File: src/design/eca_pkg.sv
`default_nettype none
package eca_pkg;

   localparam int MAX_ENTRIES = 16;
   localparam int IDX_W       = (MAX_ENTRIES > 1) ? $clog2(MAX_ENTRIES) : 1;
   localparam int CNT_W       = $clog2(MAX_ENTRIES + 1);

   localparam int CORE_W        = 16;
   localparam int TAG_W         = 16;
   localparam int COUNT_W       = 16;
   localparam int CREDIT_W      = 5;
   localparam int CORE_COUNT_W  = 17;
   localparam int STATUS_W      = 3;

   localparam logic [CORE_COUNT_W-1:0] CORE_LIMIT = 17'h10000;

   // result status codes
   localparam logic [STATUS_W-1:0] ST_OK        = 3'd0;
   localparam logic [STATUS_W-1:0] ST_NOT_READY = 3'd1;
   localparam logic [STATUS_W-1:0] ST_RANGE     = 3'd2;
   localparam logic [STATUS_W-1:0] ST_ENDPOINT  = 3'd3;
   localparam logic [STATUS_W-1:0] ST_FULL      = 3'd4;
   localparam logic [STATUS_W-1:0] ST_ZERO      = 3'd5;

   // register map
   localparam int CSR_IDX_W  = 2;
   localparam int CSR_DATA_W = 17;
   localparam logic [CSR_IDX_W-1:0] CSR_CAPACITY    = 2'd0;
   localparam logic [CSR_IDX_W-1:0] CSR_CORE_COUNT  = 2'd1;
   localparam logic [CSR_IDX_W-1:0] CSR_OWN_CORE    = 2'd2;

   localparam logic [CREDIT_W-1:0]     CAPACITY_RESET   = 5'd16;
   localparam logic [CORE_COUNT_W-1:0] CORE_COUNT_RESET = 17'h10000;
   localparam logic [CORE_W-1:0]       OWN_CORE_RESET   = 16'd0;

   typedef struct packed {
      logic [CORE_W-1:0]   source;
      logic [CORE_W-1:0]   destination;
      logic [TAG_W-1:0]    tag;
      logic [CREDIT_W-1:0] credit;
   } entry_type;

   typedef struct packed {
      logic                rd_en;
      logic [IDX_W-1:0]    rd_addr;
      logic                wr_en;
      logic [IDX_W-1:0]    wr_addr;
      entry_type           wr_data;
      logic                set_valid;
      logic                clr_valid;
   } tbl_cmd_type;

   typedef struct packed {
      logic [CREDIT_W-1:0]     capacity;
      logic [CORE_COUNT_W-1:0] core_count;
      logic [CORE_W-1:0]       own_core;
   } cfg_type;

endpackage
`default_nettype wire

File: src/design/eca_table.sv
`default_nettype none
module eca_table (
   input  wire logic                              clock,
   input  wire logic                              reset,
   input  wire eca_pkg::tbl_cmd_type              cmd,
   output eca_pkg::entry_type                     rd_data,
   output logic [eca_pkg::MAX_ENTRIES-1:0]        valid
);

   eca_pkg::entry_type mem_ff [eca_pkg::MAX_ENTRIES];
   eca_pkg::entry_type rd_data_ff;
   logic [eca_pkg::MAX_ENTRIES-1:0] valid_ff;
   logic [eca_pkg::MAX_ENTRIES-1:0] valid_in;

   always_ff @(posedge clock) begin
      if (cmd.wr_en) begin
         mem_ff[cmd.wr_addr] <= cmd.wr_data;
      end
      if (cmd.rd_en) begin
         rd_data_ff <= mem_ff[cmd.rd_addr];
      end
   end

   // occupancy flags, one per entry
   always_comb begin
      valid_in = valid_ff;
      if (cmd.set_valid) begin
         valid_in[cmd.wr_addr] = 1'b1;
      end
      if (cmd.clr_valid) begin
         valid_in[cmd.wr_addr] = 1'b0;
      end
   end

   always_ff @(posedge clock) begin
      if (reset) begin
         valid_ff <= '0;
      end else begin
         valid_ff <= valid_in;
      end
   end

   assign rd_data = rd_data_ff;
   assign valid   = valid_ff;

endmodule
`default_nettype wire

File: src/design/eca_ctrl.sv
`default_nettype none
module eca_ctrl (
   input  wire logic                               clock,
   input  wire logic                               reset,
   input  wire eca_pkg::cfg_type                   cfg,
   input  wire logic                               req_valid,
   output logic                                    req_ready,
   input  wire logic                               req_func,
   input  wire logic [eca_pkg::CORE_W-1:0]         req_source,
   input  wire logic [eca_pkg::CORE_W-1:0]         req_destination,
   input  wire logic [eca_pkg::TAG_W-1:0]          req_tag,
   input  wire logic [eca_pkg::COUNT_W-1:0]        req_count,
   output logic                                    rsp_valid,
   input  wire logic                               rsp_ready,
   output logic [eca_pkg::STATUS_W-1:0]            rsp_status,
   output logic [eca_pkg::CREDIT_W-1:0]            rsp_key_credit,
   output logic [eca_pkg::CREDIT_W-1:0]            rsp_total_held,
   output eca_pkg::tbl_cmd_type                    tbl_cmd,
   input  wire eca_pkg::entry_type                 tbl_rd_data,
   input  wire logic [eca_pkg::MAX_ENTRIES-1:0]    tbl_valid
);

   localparam logic [1:0] S_IDLE   = 2'd0;
   localparam logic [1:0] S_SCAN   = 2'd1;
   localparam logic [1:0] S_DECIDE = 2'd2;

   localparam int IW = eca_pkg::IDX_W;
   localparam int CW = eca_pkg::CREDIT_W;

   logic [1:0] state_ff, state_in;
   logic [eca_pkg::CNT_W-1:0] scan_ff, scan_in;
   logic pend_ff, pend_in;
   logic [IW-1:0] pend_idx_ff, pend_idx_in;
   logic found_ff, found_in;
   logic [IW-1:0] found_idx_ff, found_idx_in;
   logic [CW-1:0] found_credit_ff, found_credit_in;
   logic free_ff, free_in;
   logic [IW-1:0] free_idx_ff, free_idx_in;
   logic [CW-1:0] total_ff, total_in;

   logic func_ff, func_in;
   logic [eca_pkg::CORE_W-1:0] src_ff, src_in, dst_ff, dst_in;
   logic [eca_pkg::TAG_W-1:0] tag_ff, tag_in;
   logic [eca_pkg::COUNT_W-1:0] count_ff, count_in;

   logic rsp_valid_ff, rsp_valid_in;
   logic [eca_pkg::STATUS_W-1:0] rsp_status_ff, rsp_status_in;
   logic [CW-1:0] rsp_credit_ff, rsp_credit_in;
   logic [CW-1:0] rsp_total_ff, rsp_total_in;

   logic accept, issue, last, key_hit, do_decide, range_bad;
   logic [CW-1:0] credit_new;
   logic [eca_pkg::STATUS_W-1:0] status_d;
   logic [CW-1:0] key_credit_d;

   assign req_ready = (state_ff == S_IDLE);
   assign accept    = req_valid && req_ready;
   assign issue     = (state_ff == S_SCAN) && (scan_ff != eca_pkg::CNT_W'(eca_pkg::MAX_ENTRIES));
   assign last      = pend_ff && (pend_idx_ff == IW'(eca_pkg::MAX_ENTRIES - 1));
   assign key_hit   = tbl_valid[pend_idx_ff] && (tbl_rd_data.source == src_ff)
                      && (tbl_rd_data.destination == dst_ff) && (tbl_rd_data.tag == tag_ff);
   assign do_decide = (state_ff == S_DECIDE) && (!rsp_valid_ff || rsp_ready);
   assign range_bad = (cfg.core_count == '0) || (cfg.core_count > eca_pkg::CORE_LIMIT)
                      || ({1'b0, src_ff} >= cfg.core_count)
                      || ({1'b0, dst_ff} >= cfg.core_count);

   // scan sequencing and match tracking
   always_comb begin
      state_in        = state_ff;
      scan_in         = scan_ff;
      pend_in         = 1'b0;
      pend_idx_in     = pend_idx_ff;
      found_in        = found_ff;
      found_idx_in    = found_idx_ff;
      found_credit_in = found_credit_ff;
      free_in         = free_ff;
      free_idx_in     = free_idx_ff;
      func_in         = func_ff;
      src_in          = src_ff;
      dst_in          = dst_ff;
      tag_in          = tag_ff;
      count_in        = count_ff;
      case (state_ff)
         S_IDLE: begin
            if (accept) begin
               state_in = S_SCAN;
               scan_in  = '0;
               found_in = 1'b0;
               free_in  = 1'b0;
               func_in  = req_func;
               src_in   = req_source;
               dst_in   = req_destination;
               tag_in   = req_tag;
               count_in = req_count;
            end
         end
         S_SCAN: begin
            if (issue) begin
               scan_in     = scan_ff + 1'b1;
               pend_in     = 1'b1;
               pend_idx_in = scan_ff[IW-1:0];
            end
            if (pend_ff) begin
               if (key_hit && !found_ff) begin
                  found_in        = 1'b1;
                  found_idx_in    = pend_idx_ff;
                  found_credit_in = tbl_rd_data.credit;
               end
               if (!tbl_valid[pend_idx_ff] && !free_ff) begin
                  free_in     = 1'b1;
                  free_idx_in = pend_idx_ff;
               end
            end
            if (last) begin
               state_in = S_DECIDE;
            end
         end
         S_DECIDE: begin
            if (do_decide) begin
               state_in = S_IDLE;
            end
         end
         default: begin
            state_in = S_IDLE;
         end
      endcase
   end

   // outcome and write-back
   always_comb begin
      status_d             = eca_pkg::ST_OK;
      key_credit_d         = found_ff ? found_credit_ff : '0;
      total_in             = total_ff;
      credit_new           = found_credit_ff - count_ff[CW-1:0];
      tbl_cmd              = '0;
      tbl_cmd.rd_en        = issue;
      tbl_cmd.rd_addr      = scan_ff[IW-1:0];
      tbl_cmd.wr_data.source      = src_ff;
      tbl_cmd.wr_data.destination = dst_ff;
      tbl_cmd.wr_data.tag         = tag_ff;
      tbl_cmd.wr_data.credit      = found_credit_ff;
      if (!func_ff) begin
         if (range_bad) begin
            status_d = eca_pkg::ST_RANGE;
         end else if (dst_ff != cfg.own_core) begin
            status_d = eca_pkg::ST_ENDPOINT;
         end else if (total_ff >= cfg.capacity) begin
            status_d = eca_pkg::ST_FULL;
         end else if (found_ff) begin
            tbl_cmd.wr_en          = do_decide;
            tbl_cmd.wr_addr        = found_idx_ff;
            tbl_cmd.wr_data.credit = found_credit_ff + 1'b1;
            key_credit_d           = found_credit_ff + 1'b1;
            total_in               = do_decide ? total_ff + 1'b1 : total_ff;
         end else if (free_ff) begin
            tbl_cmd.wr_en          = do_decide;
            tbl_cmd.set_valid      = do_decide;
            tbl_cmd.wr_addr        = free_idx_ff;
            tbl_cmd.wr_data.credit = CW'(1);
            key_credit_d           = CW'(1);
            total_in               = do_decide ? total_ff + 1'b1 : total_ff;
         end else begin
            status_d = eca_pkg::ST_FULL;
         end
      end else begin
         if (count_ff == '0) begin
            status_d = eca_pkg::ST_ZERO;
         end else if (!found_ff
                      || ({{(eca_pkg::COUNT_W-CW){1'b0}}, found_credit_ff} < count_ff)) begin
            status_d = eca_pkg::ST_NOT_READY;
         end else begin
            tbl_cmd.wr_en          = do_decide;
            tbl_cmd.wr_addr        = found_idx_ff;
            tbl_cmd.wr_data.credit = credit_new;
            tbl_cmd.clr_valid      = do_decide && (credit_new == '0);
            key_credit_d           = credit_new;
            total_in               = do_decide ? total_ff - count_ff[CW-1:0] : total_ff;
         end
      end
   end

   // result register, holds until taken
   always_comb begin
      rsp_valid_in  = rsp_valid_ff;
      rsp_status_in = rsp_status_ff;
      rsp_credit_in = rsp_credit_ff;
      rsp_total_in  = rsp_total_ff;
      if (do_decide) begin
         rsp_valid_in  = 1'b1;
         rsp_status_in = status_d;
         rsp_credit_in = key_credit_d;
         rsp_total_in  = total_in;
      end else if (rsp_ready) begin
         rsp_valid_in = 1'b0;
      end
   end

   always_ff @(posedge clock) begin
      if (reset) begin
         state_ff     <= S_IDLE;
         pend_ff      <= 1'b0;
         total_ff     <= '0;
         rsp_valid_ff <= 1'b0;
      end else begin
         state_ff     <= state_in;
         pend_ff      <= pend_in;
         total_ff     <= total_in;
         rsp_valid_ff <= rsp_valid_in;
      end
   end

   always_ff @(posedge clock) begin
      scan_ff         <= scan_in;
      pend_idx_ff     <= pend_idx_in;
      found_ff        <= found_in;
      found_idx_ff    <= found_idx_in;
      found_credit_ff <= found_credit_in;
      free_ff         <= free_in;
      free_idx_ff     <= free_idx_in;
      func_ff         <= func_in;
      src_ff          <= src_in;
      dst_ff          <= dst_in;
      tag_ff          <= tag_in;
      count_ff        <= count_in;
      rsp_status_ff   <= rsp_status_in;
      rsp_credit_ff   <= rsp_credit_in;
      rsp_total_ff    <= rsp_total_in;
   end

   assign rsp_valid      = rsp_valid_ff;
   assign rsp_status     = rsp_status_ff;
   assign rsp_key_credit = rsp_credit_ff;
   assign rsp_total_held = rsp_total_ff;

endmodule
`default_nettype wire

File: src/design/event_credit_mailbox.sv
// a request is handled by a sweep of the entry memory, one entry a cycle through
// its single read port, then a decide step that registers the result and waits while
// the last result is still held; a new request is taken only after its decide step
// reset: synchronous, active high; clears occupancy flags, total and control,
// loads register defaults; entry memory contents are left as they are
`default_nettype none
module event_credit_mailbox (
   input  wire logic                                 clock,
   input  wire logic                                 reset,
   // request channel
   input  wire logic                                 req_valid,
   output logic                                      req_ready,
   input  wire logic                                 req_func,
   input  wire logic [eca_pkg::CORE_W-1:0]           req_source,
   input  wire logic [eca_pkg::CORE_W-1:0]           req_destination,
   input  wire logic [eca_pkg::TAG_W-1:0]            req_tag,
   input  wire logic [eca_pkg::COUNT_W-1:0]          req_count,
   // result channel
   output logic                                      rsp_valid,
   input  wire logic                                 rsp_ready,
   output logic [eca_pkg::STATUS_W-1:0]              rsp_status,
   output logic [eca_pkg::CREDIT_W-1:0]              rsp_key_credit,
   output logic [eca_pkg::CREDIT_W-1:0]              rsp_total_held,
   // register write port
   input  wire logic                                 csr_valid,
   output logic                                      csr_ready,
   input  wire logic [eca_pkg::CSR_IDX_W-1:0]        csr_index,
   input  wire logic [eca_pkg::CSR_DATA_W-1:0]       csr_data
);

   eca_pkg::cfg_type     cfg_ff, cfg_in;
   eca_pkg::tbl_cmd_type tbl_cmd;
   eca_pkg::entry_type   tbl_rd_data;
   logic [eca_pkg::MAX_ENTRIES-1:0] tbl_valid;

   // register writes are always taken; unknown indexes fall through unchanged
   assign csr_ready = 1'b1;

   always_comb begin
      cfg_in = cfg_ff;
      if (csr_valid) begin
         case (csr_index)
            eca_pkg::CSR_CAPACITY: begin
               cfg_in.capacity = csr_data[eca_pkg::CREDIT_W-1:0];
            end
            eca_pkg::CSR_CORE_COUNT: begin
               cfg_in.core_count = csr_data[eca_pkg::CORE_COUNT_W-1:0];
            end
            eca_pkg::CSR_OWN_CORE: begin
               cfg_in.own_core = csr_data[eca_pkg::CORE_W-1:0];
            end
            default: begin
               cfg_in = cfg_ff;
            end
         endcase
      end
   end

   always_ff @(posedge clock) begin
      if (reset) begin
         cfg_ff.capacity   <= eca_pkg::CAPACITY_RESET;
         cfg_ff.core_count <= eca_pkg::CORE_COUNT_RESET;
         cfg_ff.own_core   <= eca_pkg::OWN_CORE_RESET;
      end else begin
         cfg_ff <= cfg_in;
      end
   end

   // sequencer: sweeps the table for the key and the lowest free slot, then
   // writes back in its decide cycle; the next sweep starts only after that
   // write, so no forwarding path is needed
   eca_ctrl u_ctrl (
      .clock           (clock),
      .reset           (reset),
      .cfg             (cfg_ff),
      .req_valid       (req_valid),
      .req_ready       (req_ready),
      .req_func        (req_func),
      .req_source      (req_source),
      .req_destination (req_destination),
      .req_tag         (req_tag),
      .req_count       (req_count),
      .rsp_valid       (rsp_valid),
      .rsp_ready       (rsp_ready),
      .rsp_status      (rsp_status),
      .rsp_key_credit  (rsp_key_credit),
      .rsp_total_held  (rsp_total_held),
      .tbl_cmd         (tbl_cmd),
      .tbl_rd_data     (tbl_rd_data),
      .tbl_valid       (tbl_valid)
   );

   // entry memory with registered read and per-entry occupancy flags
   eca_table u_table (
      .clock   (clock),
      .reset   (reset),
      .cmd     (tbl_cmd),
      .rd_data (tbl_rd_data),
      .valid   (tbl_valid)
   );

endmodule
`default_nettype wire

File: config.mk
export PLATFORM = sky130hd
export DESIGN_NAME = event_credit_mailbox
export DESIGN_NICKNAME = d
export VERILOG_FILES = /design/src/design/eca_pkg.sv /design/src/design/eca_table.sv /design/src/design/eca_ctrl.sv /design/src/design/event_credit_mailbox.sv
export SDC_FILE = /design/constraint.sdc
export NUM_CORES = 1
export LEC_CHECK = 0
export BUFFER_PORTS_ARGS = -buffer_cell sky130_fd_sc_hd__buf_2
export CAP_MARGIN = 5
export CELL_PAD_IN_SITES_DETAIL_PLACEMENT = 1
export CELL_PAD_IN_SITES_GLOBAL_PLACEMENT = 2
export CORE_ASPECT_RATIO = 0.7
export CORE_UTILIZATION = 53
export DETAILED_ROUTE_END_ITERATION = 8
export PLACE_DENSITY = 0.87
export RECOVER_POWER = 50
export REMOVE_ABC_BUFFERS = 1
export SETUP_SLACK_MARGIN = 0.5
export SLEW_MARGIN = 10
export SYNTH_ARGS = -nofsm -noshare
export SYNTH_HDL_FRONTEND = slang
export SYNTH_HIERARCHICAL = 1
export SYNTH_SLANG_ARGS = --single-unit
File: constraint.sdc
create_clock -name clock -period 11.06 [get_ports clock]
set_input_delay 2.212 -clock clock [delete_from_list [all_inputs] [get_ports clock]]
set_output_delay 2.212 -clock clock [all_outputs]
set_load 0.01 [all_outputs]
==> impl_metrics.py <==
metrics = {
    "synthesis": {
        "synthesis.area_mm2": 0.0422,
        "yosysTopAreaCell": "edfxtp_1",
        "synth-compound-area-share": 0.0401,
        "post_synth_and_or_nand_nor_area_fraction": 0.0391,
        "ys_top_cells_by_area": "edfxtp_1 71%, mux4_2 12%, dfxtp_1 3.0%",
        "ys_types": 76,
        "synth_top_family_by_area": "multiplexers",
        "synthFlopType": "edfxtp_1",
        "synth-xor-area-share": 0.0147,
        "synth-edff-count": 1003,
        "muxShareOfSynthArea": 0.128,
        "synthArstFlopShare": 0,
        "seq_area_frac_synth": 0.744,
        "synth_most_common_cell": "edfxtp_1",
        "syn_inst": 2151,
        "synth_fa_ha_area_frac": 0.0158,
        "synth_seq_cells": 1066,
        "synth_top_area_frac": 0.714,
        "syn_area_per_cell_um2": 19.6,
        "netlist_top_cells_count": "1,003 x edfxtp_1, 217 x mux4_2, 110 x a22oi_1, 78 x nand2_1, 63 x dfxtp_1",
        "yosysWarnings": 6,
    },
    "place": {
        "pre_cts_ws_ps": 5200,
        "hpwl_um": 60300,
        "dp.cells": 3227,
        "port_buffers": 103,
        "gp_congestion": 0.842,
    },
    "clock_network": {
        "cts_buffers": 97,
        "cts.sink_count": 1066,
        "cts.clk_slew.worst_paths_ps": 60,
        "clock_latency_ps": 680,
        "cts_hold_buffers": 0,
        "cts_setup_buffers": 0,
        "cts_tree": "done",
        "htreeDepth": 3,
        "clockRootBuffer": "clkbuf_16",
        "cts_resized": 0,
        "clockBufferDepth": 3,
    },
    "timing": {
        "finalWorstSetupSlack_ps": 3550,
        "setup_viol": 0,
        "skew_ps": 29.5,
        "rsz0062_at_grt": "no",
        "fmax_mhz": 133,
        "slew-limit-headroom": -2.22,
        "tns_ps": 0,
        "hold_viol_final": 0,
        "timing.final.crit_share": 0.679,
        "worst_slew_pin_slew_ps": 4830,
        "maxSlewViolCount": 263,
        "layout_min_cycle_time_ps": 7510,
    },
    "worst_setup_path": {
        "max_stage_delay_ps": 3350,
        "crit_family": "buffers and inverters",
        "path_common_cell": "clkbuf_1",
        "cp_max_fo": 53,
        "regToRegEndpoint": "u_table/rd_data[16]$_DFFE_PP_",
        "regToRegSetupSlack_ps": 3550,
        "crit_required_ps": 11210,
        "path_cells": "clkbuf_1 > inv_1 > ha_1 > nand2_1 > nor3_1 > nand2b_1 > clkinv_1 > clkbuf_1",
        "critPathKind": "reg2reg",
        "cp_slowest_cell": "clkbuf_1",
        "crit_arrival_ps": 7660,
        "crit_path_start_kind": "flip-flop",
        "end_kind": "flip-flop",
        "cp.buffers_inverters": 4,
        "regToRegStartpoint": "u_ctrl/scan_ff[0]$_SDFFCE_PN0P_",
        "rr_worst_depth": 8,
    },
    "power": {
        "p_per_area_mw_per_mm2": 183,
        "leakage_nw": 15.1,
        "vdd_drop_max_mv": 0.163,
    },
    "layout": {
        "layout.cells.non_filler": 3407,
        "syn_to_final_growth_pct": 11.2,
        "nNetsFinal": 2412,
        "fillCellCount": 6738,
        "num_antenna_cells": 0,
        "drive_gt1_frac": 0.216,
    },
    "routing": {
        "dr.pass1.iters": 5,
        "drt_drc_violations_left": 0,
        "viasPerCell": 6.40,
        "wl_per_cell_um": 31.7,
        "vias": 21800,
        "drtAntennaViolNets": 0,
        "initialDrtViolationCount": 2591,
        "finalWirelength_um": 108000,
    },
    "worst_hold_path": {
        "min_from": "u_table/rd_data[3]$_DFFE_PP_",
        "hold-path-cell-count": 0,
        "hp-class": "reg2reg",
        "hold_end": "u_ctrl/found_credit_ff[3]$_DFFE_PP_",
    },
    "die": {
        "die-area_mm2": 0.0807,
        "die_w_um": 339,
        "core-area_mm2": 0.0788,
        "start_util": 0.535,
        "io_pins": 105,
        "rows": 86,
        "die_h_um": 238,
    },
    "status": {
        "violations": "capacitance limit, slew limit",
        "outcome": "finished with violations",
    },
    "grt": {
        "grt_pass1_vias": 23000,
        "track_usage": 0.271,
        "overflow": 0,
        "grt_antenna_before_repair": 1,
        "grt_pass1_wl_um": 157000,
        "grt_max_degree": 150,
    },
    "flow_run": {
        "maxCapViolCount": 5,
    },
}
-- worst register-to-register path, delay by kind of cell (launching register included) --
| kind | cells | cell delay, ps |
|---|---|---|
| buf+inv | 4 | 5930 |
| fa+ha+maj | 1 | 340 |
| flops | 1 | 320 |
| simple gates | 3 | 310 |
-- sequential cells by signal, summed over array words and instances, names as in the netlist, 5 cells and up --
| name | flops |
|---|---|
| u_table/mem_ff | 848 |
| u_table/rd_data | 53 |
| cfg_ff | 38 |
| u_ctrl/count_ff | 16 |
| u_ctrl/dst_ff | 16 |
| u_ctrl/src_ff | 16 |
| u_ctrl/tag_ff | 16 |
| u_table/valid | 16 |
| u_ctrl/found_credit_ff | 5 |
| u_ctrl/rsp_key_credit | 5 |
| u_ctrl/rsp_total_held | 5 |
| u_ctrl/scan_ff | 5 |
| u_ctrl/total_ff | 5 |
-- layout make-up --
type	instances	area, µm²	area share
inverter	49	185	0.00395
clock buffer	124	2620	0.0559
multi-input combinational	921	10100	0.216
timing repair buffer	136	717	0.0153
tap	1056	1320	0.0282
clock inverter	55	574	0.0122
sequential	1066	31400	0.669
-- cells in the final DEF, fill, tap and decap left out, types with 17 or more instances in the layout --
cell type,synthesis,layout
nand2_1,78,78
clkbuf_1,61,50
clkinv_1,0,17
clkbuf_16,0,100
ha_1,50,50
buf_4,11,23
nor4_1,18,17
buf_2,20,83
dfxtp_1,63,63
edfxtp_1,1003,1003
mux2i_1,46,46
nand4_1,17,17
a22oi_1,110,110
inv_1,49,47
nor2_1,39,38
nand3_1,17,17
mux4_2,217,217
xor2_1,31,31
clkinv_2,0,17
nand2b_1,56,56
a21oi_1,29,29
xnor2_1,40,40
-- power by group --
group          internal [W]  switching (W)  total [W]
Clock               0.00194        0.00147    0.00341
Combinational      0.000264       0.000351   0.000615
Sequential          0.00448      0.0000751    0.00455
Total               0.00668        0.00190    0.00858
-- per-layer routing --
| metal | global-route usage | vias up | wire length [µm] |
|---|---|---|---|
| met5 | 0 | - | 12 |
| met2 | 0.425 | 981 | 50700 |
| met1 | 0.389 | 11600 | 45500 |
| li1 | - | 9014 | - |
| met4 | 0.0797 | 2 | 2760 |
| met3 | 0.0573 | 171 | 8870 |
-- worst max-delay path by stage --
stage                                          startpoint                               end  depth (start not counted)
after floorplan           u_ctrl/scan_ff[0]$_SDFFCE_PN0P_      u_table/rd_data[0]$_DFFE_PP_                          6
after global placement                          rsp_ready  u_table/mem_ff[12][47]$_DFFE_PP_                         10
after detailed placement      u_ctrl/src_ff[12]$_DFFE_PP_   u_table/mem_ff[9][15]$_DFFE_PP_                         11
after CTS                     u_ctrl/src_ff[12]$_DFFE_PP_   u_table/mem_ff[9][50]$_DFFE_PP_                         11
after global routing      u_ctrl/scan_ff[0]$_SDFFCE_PN0P_     u_table/rd_data[16]$_DFFE_PP_                          8
final                     u_ctrl/scan_ff[0]$_SDFFCE_PN0P_     u_table/rd_data[16]$_DFFE_PP_                          8
-- stage by stage --
| stage | total power, W | util | hold slack (ps) | cell area [µm²] |
|---|---|---|---|---|
| after global routing | 0.00880 | 0.596 | 454 | 46900 |
| after CTS | 0.00862 | 0.596 | 442 | 47000 |
| after floorplan | 0.00511 | - | 400 | 41600 |
| final | 0.00858 | 0.596 | 433 | 46900 |
| after global placement | 0.00521 | 0.556 | 408 | 43800 |
| after detailed placement | 0.00525 | 0.556 | 415 | 43800 |
-- kinds of logic after synthesis --
| logic type | after synthesis |
|---|---|
| xor+xnor | 71 |
| other cells | 1 |
| mux | 267 |
| simple gates | 300 |
| fa+ha+maj | 52 |
| compound gates | 230 |
| flops | 1066 |
| buf+inv | 164 |
No activity file was read; power rests on OpenSTA's default activity.
